## config.mk

```make
export PLATFORM = sky130hd
export DESIGN_NAME = xorshift_pattern_filler_unit
export DESIGN_NICKNAME = d
export VERILOG_FILES = /design/src/rtl/xpf_pkg.sv /design/src/rtl/xpf_datapath.sv /design/src/rtl/xpf_ctrl.sv /design/src/rtl/xorshift_pattern_filler_unit.sv
export SDC_FILE = /design/constraint.sdc
export NUM_CORES = 1
export LEC_CHECK = 0
export ABC_CLOCK_PERIOD_IN_PS = 4580
export BUFFER_PORTS_ARGS = -buffer_cell sky130_fd_sc_hd__buf_2
export CORE_UTILIZATION = 55
export DETAILED_ROUTE_END_ITERATION = 12
export GPL_TIMING_DRIVEN = 0
export HOLD_SLACK_MARGIN = 0.06
export PLACE_DENSITY = 0.83
export REMOVE_ABC_BUFFERS = 1
export SYNTH_ARGS = -nofsm -noshare
export SYNTH_HDL_FRONTEND = slang
export SYNTH_SLANG_ARGS = --single-unit
```

## constraint.sdc

```tcl
create_clock -name clk -period 4.58 [get_ports clk]
set_clock_uncertainty 0.1 [all_clocks]
set_input_delay 0.916 -clock clk [delete_from_list [all_inputs] [get_ports clk]]
set_output_delay 0.916 -clock clk [all_outputs]
set_load 0.02 [all_outputs]
```

## src/rtl/xpf_pkg.sv

```systemverilog
`timescale 1ns / 1ps
`default_nettype none

package xpf_pkg;

  // Field widths
  localparam int WORD_W = 32;
  localparam int LEN_W  = 7;
  localparam int BYTE_W = 8;
  localparam int MODE_W = 3;

  // Longest fill; longer requests saturate here
  localparam logic [LEN_W-1:0] MAX_FILL = 7'd64;

  // Generator constants
  localparam logic [WORD_W-1:0] SEED_DEFAULT = 32'h1234_5678;
  localparam logic [WORD_W-1:0] GEN_ZERO_SUB = 32'hA5A5_A5A5;
  localparam int SHIFT_A = 13;
  localparam int SHIFT_B = 17;
  localparam int SHIFT_C = 5;

  // Opcodes
  localparam logic OP_DRAW = 1'b0;
  localparam logic OP_FILL = 1'b1;

  // Fill pattern modes
  localparam logic [MODE_W-1:0] MODE_ZERO  = 3'd0;
  localparam logic [MODE_W-1:0] MODE_ONES  = 3'd1;
  localparam logic [MODE_W-1:0] MODE_INDEX = 3'd2;
  localparam logic [MODE_W-1:0] MODE_COUNT = 3'd3;
  localparam logic [MODE_W-1:0] MODE_PICK  = 3'd4;

  typedef enum logic [1:0] {
    ST_IDLE,
    ST_DRAW,
    ST_EMIT
  } state_t;

  // Controller to datapath
  typedef struct packed {
    logic load_item;  // capture opcode and length
    logic draw;       // step generator once for the transaction
    logic emit;       // produce one fill byte
  } xpf_cmd_t;

  // Datapath to controller
  typedef struct packed {
    logic opcode;
    logic len_zero;
    logic last_byte;
    logic out_free;
  } xpf_status_t;

  // One xorshift step, zero result replaced
  function automatic logic [WORD_W-1:0] xs_step(input logic [WORD_W-1:0] x);
    logic [WORD_W-1:0] t;
    t = x ^ (x << SHIFT_A);
    t = t ^ (t >> SHIFT_B);
    t = t ^ (t << SHIFT_C);
    return (t == '0) ? GEN_ZERO_SUB : t;
  endfunction

  // Byte table for the pick mode
  function automatic logic [BYTE_W-1:0] pick_byte(input logic [3:0] sel);
    logic [BYTE_W-1:0] b;
    case (sel)
      4'd0:    b = 8'h00;
      4'd1:    b = 8'h01;
      4'd2:    b = 8'h02;
      4'd3:    b = 8'h03;
      4'd4:    b = 8'h07;
      4'd5:    b = 8'h08;
      4'd6:    b = 8'h0f;
      4'd7:    b = 8'h10;
      4'd8:    b = 8'h1f;
      4'd9:    b = 8'h20;
      4'd10:   b = 8'h3f;
      4'd11:   b = 8'h40;
      4'd12:   b = 8'h7f;
      4'd13:   b = 8'h80;
      4'd14:   b = 8'hfe;
      default: b = 8'hff;
    endcase
    return b;
  endfunction

endpackage

`default_nettype wire

```

## src/rtl/xpf_datapath.sv

```systemverilog
`timescale 1ns / 1ps
`default_nettype none

module xpf_datapath (
  input  wire logic                        clk,
  input  wire logic                        rst,
  input  wire xpf_pkg::xpf_cmd_t           cmd,
  output xpf_pkg::xpf_status_t             status,
  input  wire logic                        opcode,
  input  wire logic [xpf_pkg::LEN_W-1:0]   fill_length,
  input  wire logic                        cfg_we,
  input  wire logic [xpf_pkg::WORD_W-1:0]  cfg_wdata,
  output logic                             out_valid,
  input  wire logic                        out_ready,
  output logic [xpf_pkg::WORD_W-1:0]       value,
  output logic                             last
);
  import xpf_pkg::*;

  logic [WORD_W-1:0] gen;
  logic [WORD_W-1:0] gen_next;
  logic              op_q;
  logic [LEN_W-1:0]  len_q;
  logic [LEN_W-1:0]  len_sat;
  logic [MODE_W-1:0] mode_q;
  logic [LEN_W-1:0]  idx;
  logic [BYTE_W-1:0] fill_byte;
  logic              mode_draws;

  assign gen_next   = xs_step(gen);
  assign len_sat    = (fill_length > MAX_FILL) ? MAX_FILL : fill_length;
  assign mode_draws = mode_q[MODE_W-1];

  // Pattern byte for the current index
  always_comb begin
    case (mode_q)
      MODE_ZERO:  fill_byte = 8'h00;
      MODE_ONES:  fill_byte = 8'hff;
      MODE_INDEX: fill_byte = {1'b0, idx};
      MODE_COUNT: fill_byte = {1'b0, len_q - idx};
      MODE_PICK:  fill_byte = pick_byte(gen_next[3:0]);
      default:    fill_byte = gen_next[BYTE_W-1:0];
    endcase
  end

  assign status.opcode    = op_q;
  assign status.len_zero  = (len_q == '0);
  assign status.last_byte = (idx + 7'd1 == len_q);
  assign status.out_free  = !out_valid || out_ready;

  // Generator state; seed writes must come only when idle, which the block itself does not enforce
  always_ff @(posedge clk) begin
    if (rst) begin
      gen <= SEED_DEFAULT;
    end else if (cfg_we) begin
      gen <= (cfg_wdata == '0) ? SEED_DEFAULT : cfg_wdata;
    end else if (cmd.draw || (cmd.emit && mode_draws)) begin
      gen <= gen_next;
    end
  end

  // Transaction capture, mode and byte index
  always_ff @(posedge clk) begin
    if (cmd.load_item) begin
      op_q  <= opcode;
      len_q <= len_sat;
    end
    if (cmd.draw && op_q == OP_FILL) begin
      mode_q <= gen_next[MODE_W-1:0];
      idx    <= '0;
    end else if (cmd.emit) begin
      idx <= idx + 7'd1;
    end
  end

  // Output register
  always_ff @(posedge clk) begin
    if (rst) begin
      out_valid <= 1'b0;
    end else if (cmd.emit || (cmd.draw && op_q == OP_DRAW)) begin
      out_valid <= 1'b1;
    end else if (out_ready) begin
      out_valid <= 1'b0;
    end
  end

  always_ff @(posedge clk) begin
    if (cmd.draw && op_q == OP_DRAW) begin
      value <= gen_next;
      last  <= 1'b1;
    end else if (cmd.emit) begin
      value <= {{(WORD_W-BYTE_W){1'b0}}, fill_byte};
      last  <= status.last_byte;
    end
  end

endmodule

`default_nettype wire

```

## src/rtl/xpf_ctrl.sv

```systemverilog
`timescale 1ns / 1ps
`default_nettype none

module xpf_ctrl (
  input  wire logic                  clk,
  input  wire logic                  rst,
  input  wire logic                  in_valid,
  output logic                       in_ready,
  output xpf_pkg::xpf_cmd_t          cmd,
  input  wire xpf_pkg::xpf_status_t  status
);
  import xpf_pkg::*;

  state_t state;
  state_t state_next;

  // State register
  always_ff @(posedge clk) begin
    if (rst) begin
      state <= ST_IDLE;
    end else begin
      state <= state_next;
    end
  end

  // Next state and commands
  always_comb begin
    state_next    = state;
    in_ready      = 1'b0;
    cmd.load_item = 1'b0;
    cmd.draw      = 1'b0;
    cmd.emit      = 1'b0;
    case (state)
      ST_IDLE: begin
        in_ready = 1'b1;
        if (in_valid) begin
          cmd.load_item = 1'b1;
          state_next    = ST_DRAW;
        end
      end
      ST_DRAW: begin
        if (status.opcode == OP_DRAW) begin
          // word goes straight to the output register
          if (status.out_free) begin
            cmd.draw   = 1'b1;
            state_next = ST_IDLE;
          end
        end else begin
          // mode draw; empty fill ends here
          cmd.draw   = 1'b1;
          state_next = status.len_zero ? ST_IDLE : ST_EMIT;
        end
      end
      ST_EMIT: begin
        if (status.out_free) begin
          cmd.emit = 1'b1;
          if (status.last_byte) begin
            state_next = ST_IDLE;
          end
        end
      end
      default: begin
        state_next = ST_IDLE;
      end
    endcase
  end

endmodule

`default_nettype wire

```

## src/rtl/xorshift_pattern_filler_unit.sv

```systemverilog
`timescale 1ns / 1ps
`default_nettype none

// Xorshift pattern filler: a 32-bit xorshift generator (13/17/5) that either
// returns one random word per transaction (opcode 0) or a run of fill bytes
// (opcode 1, length saturated at 64, byte in value[7:0], last on the final
// byte). A draw is accepted, then its word goes to the result register once
// the output register is free; a fill is accepted, its mode is drawn, then one
// byte per cycle is given while the output register is free. One transaction
// is worked on at a time; a new one is accepted while the last result still
// waits in the output register. Writing cfg_wdata with cfg_we reloads the
// generator (zero loads 0x12345678); write only while the unit is idle.
module xorshift_pattern_filler_unit (
  input  wire logic                        clk,
  input  wire logic                        rst,
  input  wire logic                        in_valid,
  output logic                             in_ready,
  input  wire logic                        opcode,
  input  wire logic [xpf_pkg::LEN_W-1:0]   fill_length,
  output logic                             out_valid,
  input  wire logic                        out_ready,
  output logic [xpf_pkg::WORD_W-1:0]       value,
  output logic                             last,
  input  wire logic                        cfg_we,
  input  wire logic [xpf_pkg::WORD_W-1:0]  cfg_wdata
);
  import xpf_pkg::*;

  xpf_cmd_t    cmd;
  xpf_status_t status;

  xpf_ctrl u_ctrl (
    .clk      (clk),
    .rst      (rst),
    .in_valid (in_valid),
    .in_ready (in_ready),
    .cmd      (cmd),
    .status   (status)
  );

  xpf_datapath u_datapath (
    .clk         (clk),
    .rst         (rst),
    .cmd         (cmd),
    .status      (status),
    .opcode      (opcode),
    .fill_length (fill_length),
    .cfg_we      (cfg_we),
    .cfg_wdata   (cfg_wdata),
    .out_valid   (out_valid),
    .out_ready   (out_ready),
    .value       (value),
    .last        (last)
  );

endmodule

`default_nettype wire

```

[After elaboration in Yosys (flattened, before gate mapping)]
Memories as Yosys holds them, arrays and structs flattened.
Cells that the tools add are included.
Widths: inputs -> output; s select.
Cells by class
  reductions and logical operators: 16
  $lt $le $gt $ge: 1
  add/sub/neg operators: 2
  muxes and demuxes: 23
  bitwise logic cells: 4
  equality and inequality tests: 11
Operator list (number)
  $mux 32: 6
  $logic_not 32->1: 2
  $xor 32x32->32: 2
  $pmux 8 s5: 1
  $xor 32x15->32: 1
  $mux 2: 6
  $mux 1: 9
  $add 7x1->7 const B: 1
  $eq 7x7->1: 1
  $gt 7x7->1 const B: 1
  $logic_not 7->1: 1
  $sub 7x7->7: 1
  $eq 3x2->1 const B: 2
  $ne 2x2->1 const B: 3
  $pmux 2 s3: 1
  $reduce_bool 2->1: 3
  $reduce_and 4->1: 1
  $eq 3x1->1 const B: 1
  $eq 3x3->1 const B: 1
  $logic_and 1x1->1: 3
  $logic_not 3->1: 1
  $logic_or 1x1->1: 3
  $ne 3x2->1 const B: 1
  $eq 2x1->1 const B: 1
  4 further kinds: 4
Word-level totals
  memories: 1
  ROM bits: 128
  input bits: 45
  register bits after elaboration: 86
Memory list
  (no name shown): words 16, width 8, read ports 1, clocked after Yosys merged registers in 0, wr ports 0, line xpf_pkg.sv:66  | case (sel)

[Logic depth before layout (Yosys ltp)]
Gate-level depths: netlist of the first run.
An unclocked memory read counts as a cell.
  depth in word-level cells: 9
  depth in mapped cells: 13
  depth with buffers taken out: 11

[Hierarchy]
Synthesis of the first run repeated with hierarchy kept, for this count alone.
Unflattened totals
  cell total of the unflattened synthesis: 539
  area total of the unflattened synthesis: 5240.0 um^2
By module, submodules not included
  xpf_datapath: instances 1, area each 5127.4 um^2, seq. area each 2112.0 um^2, cells an instance 526
  xpf_ctrl: instances 1, area each 112.6 um^2, seq. area each 40.0 um^2, cells an instance 13

[Worst setup path before layout of the first run]
OpenSTA, ideal clock, no wires.
  path kind: register to register
  from: reg u_datapath.gen[6]
  to: reg u_datapath.value[5] (netlist name), data pin
  library setup time: 0.261 ns
  slack: 1.248 ns
  buffers on the path: 2
  data required time: 4.219 ns
  data arrival time: 2.971 ns
  cell stages (with the launch flop): 12
  cells stage by stage: dfxtp_1 buf_4 xor2_1 xnor2_1 xnor2_1 nand4b_1 nor4_1 buf_2 nor2_1 ha_1 o31a_1 o32a_1
Between the ends
  longest elaborated chain between the ends: 9
RTL lines
  from (decl): line xpf_datapath.sv:20  | logic [WORD_W-1:0] gen;
  from (signal assigned): line xpf_datapath.sv:56  | gen <= (cfg_wdata == '0) ? SEED_DEFAULT : cfg_wdata;
  from (signal assigned): line xpf_datapath.sv:58  | gen <= gen_next;
  $xor 32x32->32 *: line xpf_pkg.sv:57  | t = x ^ (x << SHIFT_A);
  $xor 32x15->32 *: line xpf_pkg.sv:58  | t = t ^ (t >> SHIFT_B);
  $xor 32x32->32 *: line xpf_pkg.sv:59  | t = t ^ (t << SHIFT_C);
  $logic_not 32->1: line xpf_pkg.sv:60  | return (t == '0) ? GEN_ZERO_SUB : t;
  $mux 32 *: line xpf_pkg.sv:60
  $mem_v2 16x8
  $pmux 8 s5: line xpf_datapath.sv:36  | case (mode_q)
  $mux 32: line xpf_datapath.sv:91  | end else if (cmd.emit) begin
  $mux 32 *: line xpf_datapath.sv:88  | if (cmd.draw && op_q == OP_DRAW) begin
  to (signal assigned): line xpf_datapath.sv:89  | value <= gen_next;
  to (signal assigned): line xpf_datapath.sv:92  | value <= {{(WORD_W-BYTE_W){1'b0}}, fill_byte};
  to (decl): line xpf_datapath.sv:15  | output logic [xpf_pkg::WORD_W-1:0] value,
Every way passes the cells marked *; elsewhere a longest branch is shown, timed or not. The select of a mux whose other input is x is not followed.
A chain may end at the register's enable or synchronous reset.

[Worst setup path in the final report of the first run]
Same ends and word-level chain as after synthesis.

==> metrics, run 1 <==
max-slew violations=0; Main synth FF type=edfxtp_1; Crit Path Max Fanout=8; Final Cycle Share=0.908; Max VDD drop=roughly 0.24 mV; fin area=5730 um^2; Area Overhead vs Synth=12.4%; n_diodes=0; share of power burned in the clock network=0.183; mapped cell area=5100 um^2; Cell Rows=34; Achievable Freq=~0.24 GHz; Num CTS Buffers=9; status=finished with violations; CP cell instances=xor2_1, xnor2_1, xnor2_1, nand4b_1, nor4_2, buf_4, nor2_1, ha_1, o31a_1, o32a_1; Clk pin slew, worst setup/hold paths=90 ps; 1st-iter DRT viols=516; dpl cell area=5550 um^2; Async S/R FF share, synth=0; Worst path slowest cell=xnor2_1; worst endpoint required time=4580 ps; Critical Path AT=4160 ps; Crit path max-delay family=XOR/XNOR gates; number of global-route vias before repair=~4100; drt drc=4; worst path buffer plus inverter count=1; CTS tree=built; CP Capture Type=flip-flop; die area=9660 um^2; initial antenna violation count=0; Die H=98.3 um; Internal=1.62 mW; global route overflow=0; relative slew slack=0.166; layout cells sized above 1=0.183; most frequent cells in the layout=buf_2 (79), xnor2_1 (52), nor2_1 (50); # fillers=742; RSZ-0062 raised after global routing=false; NetSw=1.16 mW; commonest non-fill, non-tap cell in the layout=buf_2; failing checks=design-rule violations; Synth area leader=edfxtp_1; minimum clock period after layout=4160 ps; worst slew pin tran=1250 ps; CP most frequent cell=xnor2_1; Final Hold Viols=0; post-CTS resize count=0; DR pass1 iterations=11; root cell of the clock tree=clkbuf_8; Netlist cell types=65; class of the worst hold path=flip-flop to flip-flop; Core Region=8850 um^2; Max-cap violations=0; EDFF count, synth=43; Layout Nets=648; Setup Buffers After CTS=0; Vias=4485; Seq pwr share=0.364; power density cells=485 nW/um^2; post-DR vias/cell=6.36; Worst path max stage delay=750 ps; I/O pin total=80; Net Sw Frac=0.419; H-tree depth=3; Port Buffers=79; Worst-Skew Late Latency=360 ps; placed cell count=689; gpl congestion=0.979; Syn. warnings=0; Leakage=about 2.2 nW; first-pass GRT wire length=21.7 mm; sequential-to-total area share from yosys stat=0.422; detailed-route wire length=about 14 mm; setup violators final=0; detailed placement HPWL=10.4 mm; clock sinks=86; largest net degree at the start of global routing=39; top-area cell type share of the netlist area=0.253; Initial Util=0.576; clock buffer depth=2; CP Launch Type=flip-flop; GRT Overall Usage=0.291; flops & latches, synth=86; Crit Path Class=flip-flop to flip-flop; Avg Synthesized Cell Area=9.64 um^2; Die X=between 90 and 100 um; Synth Instances=529; Wirelength per Cell=19.5 um; Comb power frac=0.453; largest cells by area after synthesis=edfxtp_1 (25%), dfxtp_1 (17%), xnor2_1 (8.9%); antenna viol nets, final=0; # hold bufs at CTS=0; Post-Layout Cell Count=705
## registers in the layout, indices dropped and copies added (netlist names)
signal	flops
u_datapath.gen	32
u_datapath.value	32
u_datapath.idx	7
u_datapath.len_q	7
u_datapath.mode_q	3
u_ctrl.state	2
u_datapath.last	1
u_datapath.op_q	1
u_datapath.out_valid	1
## cells by family (layout without fill, tap and decap cells)
group                    after synthesis  count (layout)  synth area share
adder cells (fa/ha/maj)               11              11            0.0285
AND/OR/NAND/NOR                      155             155             0.148
buffers and inverters                 48             116            0.0385
XOR/XNOR                              81              81             0.166
flip-flops                            86              86             0.422
AO/OA/AOI/OAI                        147             147             0.196
multiplexers                           1               1           0.00196
## power by group through the flow
stage | Combinational, mW | Sequential [mW] | Clock [mW]
final | 1.26 | 1.01 | 0.510
after global routing | 1.35 | 1.02 | 0.541
after CTS | 1.22 | 1.01 | 0.512
after detailed placement | 1.21 | 1.03 | 0
after global placement | 1.19 | 1.02 | 0
after floorplan | 0.851 | 1.03 | 0
## synthesized netlist by cell type (11+ instances only)
cell type and number:
xnor2_1 52, nor2_1 50, a21oi_1 46, dfxtp_1 43
edfxtp_1 43, nand2_1 38, clkbuf_1 23, o21ai_0 23
inv_1 18, xor2_1 18, nor2b_1 13, nor4_1 11
## worst register-to-register path, stage by stage (launching register included)
cell,delay [ps]
dfxtp_1,470
xor2_1,230
xnor2_1,750
xnor2_1,260
nand4b_1,210
nor4_2,720
buf_4,290
nor2_1,70
ha_1,340
o31a_1,300
o32a_1,190
## path summary, 6_finish.rpt
path                                        start                  end  slack (ps)  depth (start not counted)
worst max-delay path            u_datapath.gen[6]  u_datapath.value[5]         420                         10
worst min-delay path              u_ctrl.state[1]      u_ctrl.state[0]         380                          1
worst max register to register  u_datapath.gen[6]  u_datapath.value[5]         420                         10
worst min register to register    u_ctrl.state[1]      u_ctrl.state[0]         380                          1
## per-layer routing
layer  share of wire  wire length (um)  global-route usage
met4           0.021               291               0.103
met2            0.43              5980               0.436
met3            0.11              1500              0.0616
met1            0.44              6000               0.416
met5               0                 0                   0
## layout make-up
| cell class | count | area, um^2 | share of cell area |
|---|---|---|---|
| inverter | 18 | 67.6 | 0.0118 |
| clock inverter | 7 | 56.3 | 0.00982 |
| sequential | 86 | 2150 | 0.375 |
| clock buffer | 9 | 124 | 0.0216 |
| timing repair buffer | 82 | 425 | 0.0742 |
| tap | 108 | 135 | 0.0236 |
| multi-input combinational | 395 | 2770 | 0.484 |
## metrics by stage
stage               hold slack, ps  total power, mW  setup WS, ps  TNS, ps   util
detailed placement             368             2.24           577        0  0.627
finish                         376             2.78           421        0  0.648
global route                   406             2.91           312        0  0.648
floorplan                      327             1.88           806        0      -
global placement               348             2.20          -561    -2190  0.622
CTS                            380             2.74           570        0  0.648
Power figures use the tool's default switching activity.
==> run 2, diff against run 1 <==
--- a/config.mk
+++ b/config.mk
@@ -16,3 +16,4 @@
 export SYNTH_ARGS = -nofsm -noshare
 export SYNTH_HDL_FRONTEND = slang
+export SYNTH_HIERARCHICAL = 1
 export SYNTH_SLANG_ARGS = --single-unit
==> constraint.sdc (replaced) <==
create_clock -name clk -period 4.58 [get_ports clk]
set_clock_uncertainty 0.1 [all_clocks]
set_input_delay 0.687 -clock clk [delete_from_list [all_inputs] [get_ports clk]]
set_output_delay 0.687 -clock clk [all_outputs]
set_load 0.02 [all_outputs]
==> run 2 against run 1 <==
The flow now finishes without violations. Maximum frequency is essentially flat. Non-clock buffer count shrank 1. Critical path depth up 1. Combinational power about the same. Largest power group unchanged. Critical endpoint is now u_datapath/value[1].
==> metrics, run 2 <==
Achievable Freq=between 0.2 and 0.25 GHz; max-slew violations=0; clock buffer depth=2; grt peak-use layer=met2; clock sinks=86; CP cell instances=xnor3_1, xnor2_1, nand4_1, nor4_4, nand3_4, nand2_1, ha_1, a21oi_1, a221o_1, o21ai_0, a21oi_1; GRT Overall Usage=0.281; n_diodes=0; total power=around 2.8 mW; mapped cell area=5240 um^2; Netlist cell types=64; placed cell count=719; worst slew pin tran=1360 ps; status=completed; commonest non-fill, non-tap cell in the layout=buf_2; top flop regs=u_datapath/gen: 32 flops, u_datapath/value: 32 flops; gpl congestion=0.945; Global Route met3 Usage=0.0689; Synth area leader=edfxtp_1; most frequent cells after synthesis=nor2_1 (52), xnor2_1 (48), a21oi_1 (43), dfxtp_1 (43), edfxtp_1 (43); Crit Path Class=flip-flop to flip-flop; root cell of the clock tree=clkbuf_8; largest net degree at the start of global routing=39; Synth Instances=about 540; layout cells sized above 1=0.193; antenna viol nets, final=0; Final Hold Viols=0; Syn. warnings=6; CP most frequent cell=a21oi_1; Post-Layout Cell Count=736; met1 Use GR=0.380; Avg Synthesized Cell Area=9.72 um^2; die area=9920 um^2; Worst path slowest cell=xnor3_1; Num CTS Buffers=9; initial antenna violation count=0; DR pass1 iterations=5; flops & latches, synth=86; first-pass GRT wire length=roughly 21 mm; Die H=approximately 100 um; number of global-route vias before repair=4132; Async S/R FF share, synth=0; count leader, synth=nor2_1; Critical Path AT=4160 ps; Die X=99.6 um; class of the worst hold path=flip-flop to flip-flop; Worst path max stage delay=~570 ps; Max-cap violations=0; # fillers=760; worst endpoint required time=4580 ps; Leakage=approximately 2.3 nW; detailed-route wire length=between 10 and 15 mm; 1st-iter DRT viols=approximately 470; CP Launch Type=flip-flop; Clk pin slew, worst setup/hold paths=90 ps; Main synth FF type=edfxtp_1; Max VDD drop=0.226 mV; I/O pin total=80; post-DR vias/cell=6.14; post-route setup TNS=0 ps; power density cells=473 nW/um^2; global route overflow=0; sequential-to-total area share from yosys stat=0.411; relative slew slack=0.0883; CP Capture Type=flip-flop; Vias=4521; EDFF count, synth=43; H-tree depth=3; CTS tree=built; RSZ-0062 raised after global routing=false; Wirelength per Cell=18.5 um; Cell Rows=35; detailed placement HPWL=9.83 mm; GR Layer Usage met2=0.427; Area Overhead vs Synth=12.1%; minimum clock period after layout=4160 ps; Worst-Skew Late Latency=370 ps; Core Region=approximately 9000 um^2; Port Buffers=79; largest cells by area after synthesis=edfxtp_1 (25%), dfxtp_1 (16%), xnor2_1 (8.0%); Crit Path Max Fanout=30; setup violators final=0; Layout Nets=between 600 and 700; Final Cycle Share=0.908; drt drc=0; top-area cell type share of the netlist area=0.246; Initial Util=0.567; Hold WS=394 ps; most frequent cells in the layout=buf_2 (79), nor2_1 (52), xnor2_1 (48)
-- run 2: cell count changes after synthesis, moves of 4 or more --
cell      before  now
nand2b_1       2    6
xnor3_1        6   10
or3_1          8    2
o21a_1         7    0
o32ai_1        4    0
nand4_1        3    9
o21ai_0       23   34
xnor2_1       52   48
nand3_1        8   14
a31oi_1        8   12
-- run 2: report_power, final --
group	internal [mW]	switching [mW]	leakage, nW
Clock	0.198	0.285	0.0797
Combinational	0.520	0.763	1.48
Sequential	0.915	0.0999	0.754
Total	1.63	1.15	2.31
-- run 2: cells by family after synthesis --
family          share of synthesized area
flops                               0.411
xor+xnor                            0.185
fa+ha+maj                          0.0253
compound gates                      0.164
simple gates                        0.166
buf+inv                            0.0437
mux                               0.00573
-- run 2: per-stage QoR --
stage / cell area, um^2 / utilization / setup WS [ps]
finish: 5880 / 0.636 / 420
global route: 5880 / 0.636 / 249
CTS: 5830 / 0.631 / 95.4
detailed placement: 5670 / 0.614 / 130
global placement: 5650 / 0.612 / 187
floorplan: 5100 / - / 1040
-- run 2: per-layer routing --
layer | share of wire | wire [um]
met1 | 0.41 | 5600
met2 | 0.44 | 6060
met3 | 0.12 | 1610
met4 | 0.028 | 382
met5 | 0 | 0
-- run 2: final timing paths --
check                           slack, ps                   to          startpoint  depth (start not counted)
worst max-delay path                  420  u_datapath/value[1]   u_datapath/gen[4]                         11
worst min-delay path                  390   u_datapath/gen[19]  u_datapath/gen[19]                          2
worst max register to register        420  u_datapath/value[1]   u_datapath/gen[4]                         11
worst min register to register        390   u_datapath/gen[19]  u_datapath/gen[19]                          2
-- run 2: worst max-delay path, delay by kind of cell, from the launching register on --
family                     cells  cell delay [ps]
xor gates and xnor gates       2             1050
and+or+nand+nor                4             1150
DFF                            1              560
AOI/OAI and AO/OA              4              780
adders and majority gates      1              240
-- run 2: area by class of cell --
type | instances | area (um^2) | area share
Timing Repair Buffer | 81 | 434 | 0.0739
Clock inverter | 5 | 33.8 | 0.00575
Multi-Input combinational cell | 402 | 2880 | 0.490
Tap cell | 129 | 161 | 0.0275
Sequential cell | 86 | 2150 | 0.366
Inverter | 22 | 85.1 | 0.0145
Clock buffer | 11 | 131 | 0.0224
-- run 2: what timing repair did --
| item | in CTS | in global routing |
|---|---|---|
| buffers inserted | 0 | 0 |
| endpoints found under the setup margin | 0 | 2 |
| gates resized for setup | 0 | 2 |
| hold buffers | 0 | 0 |
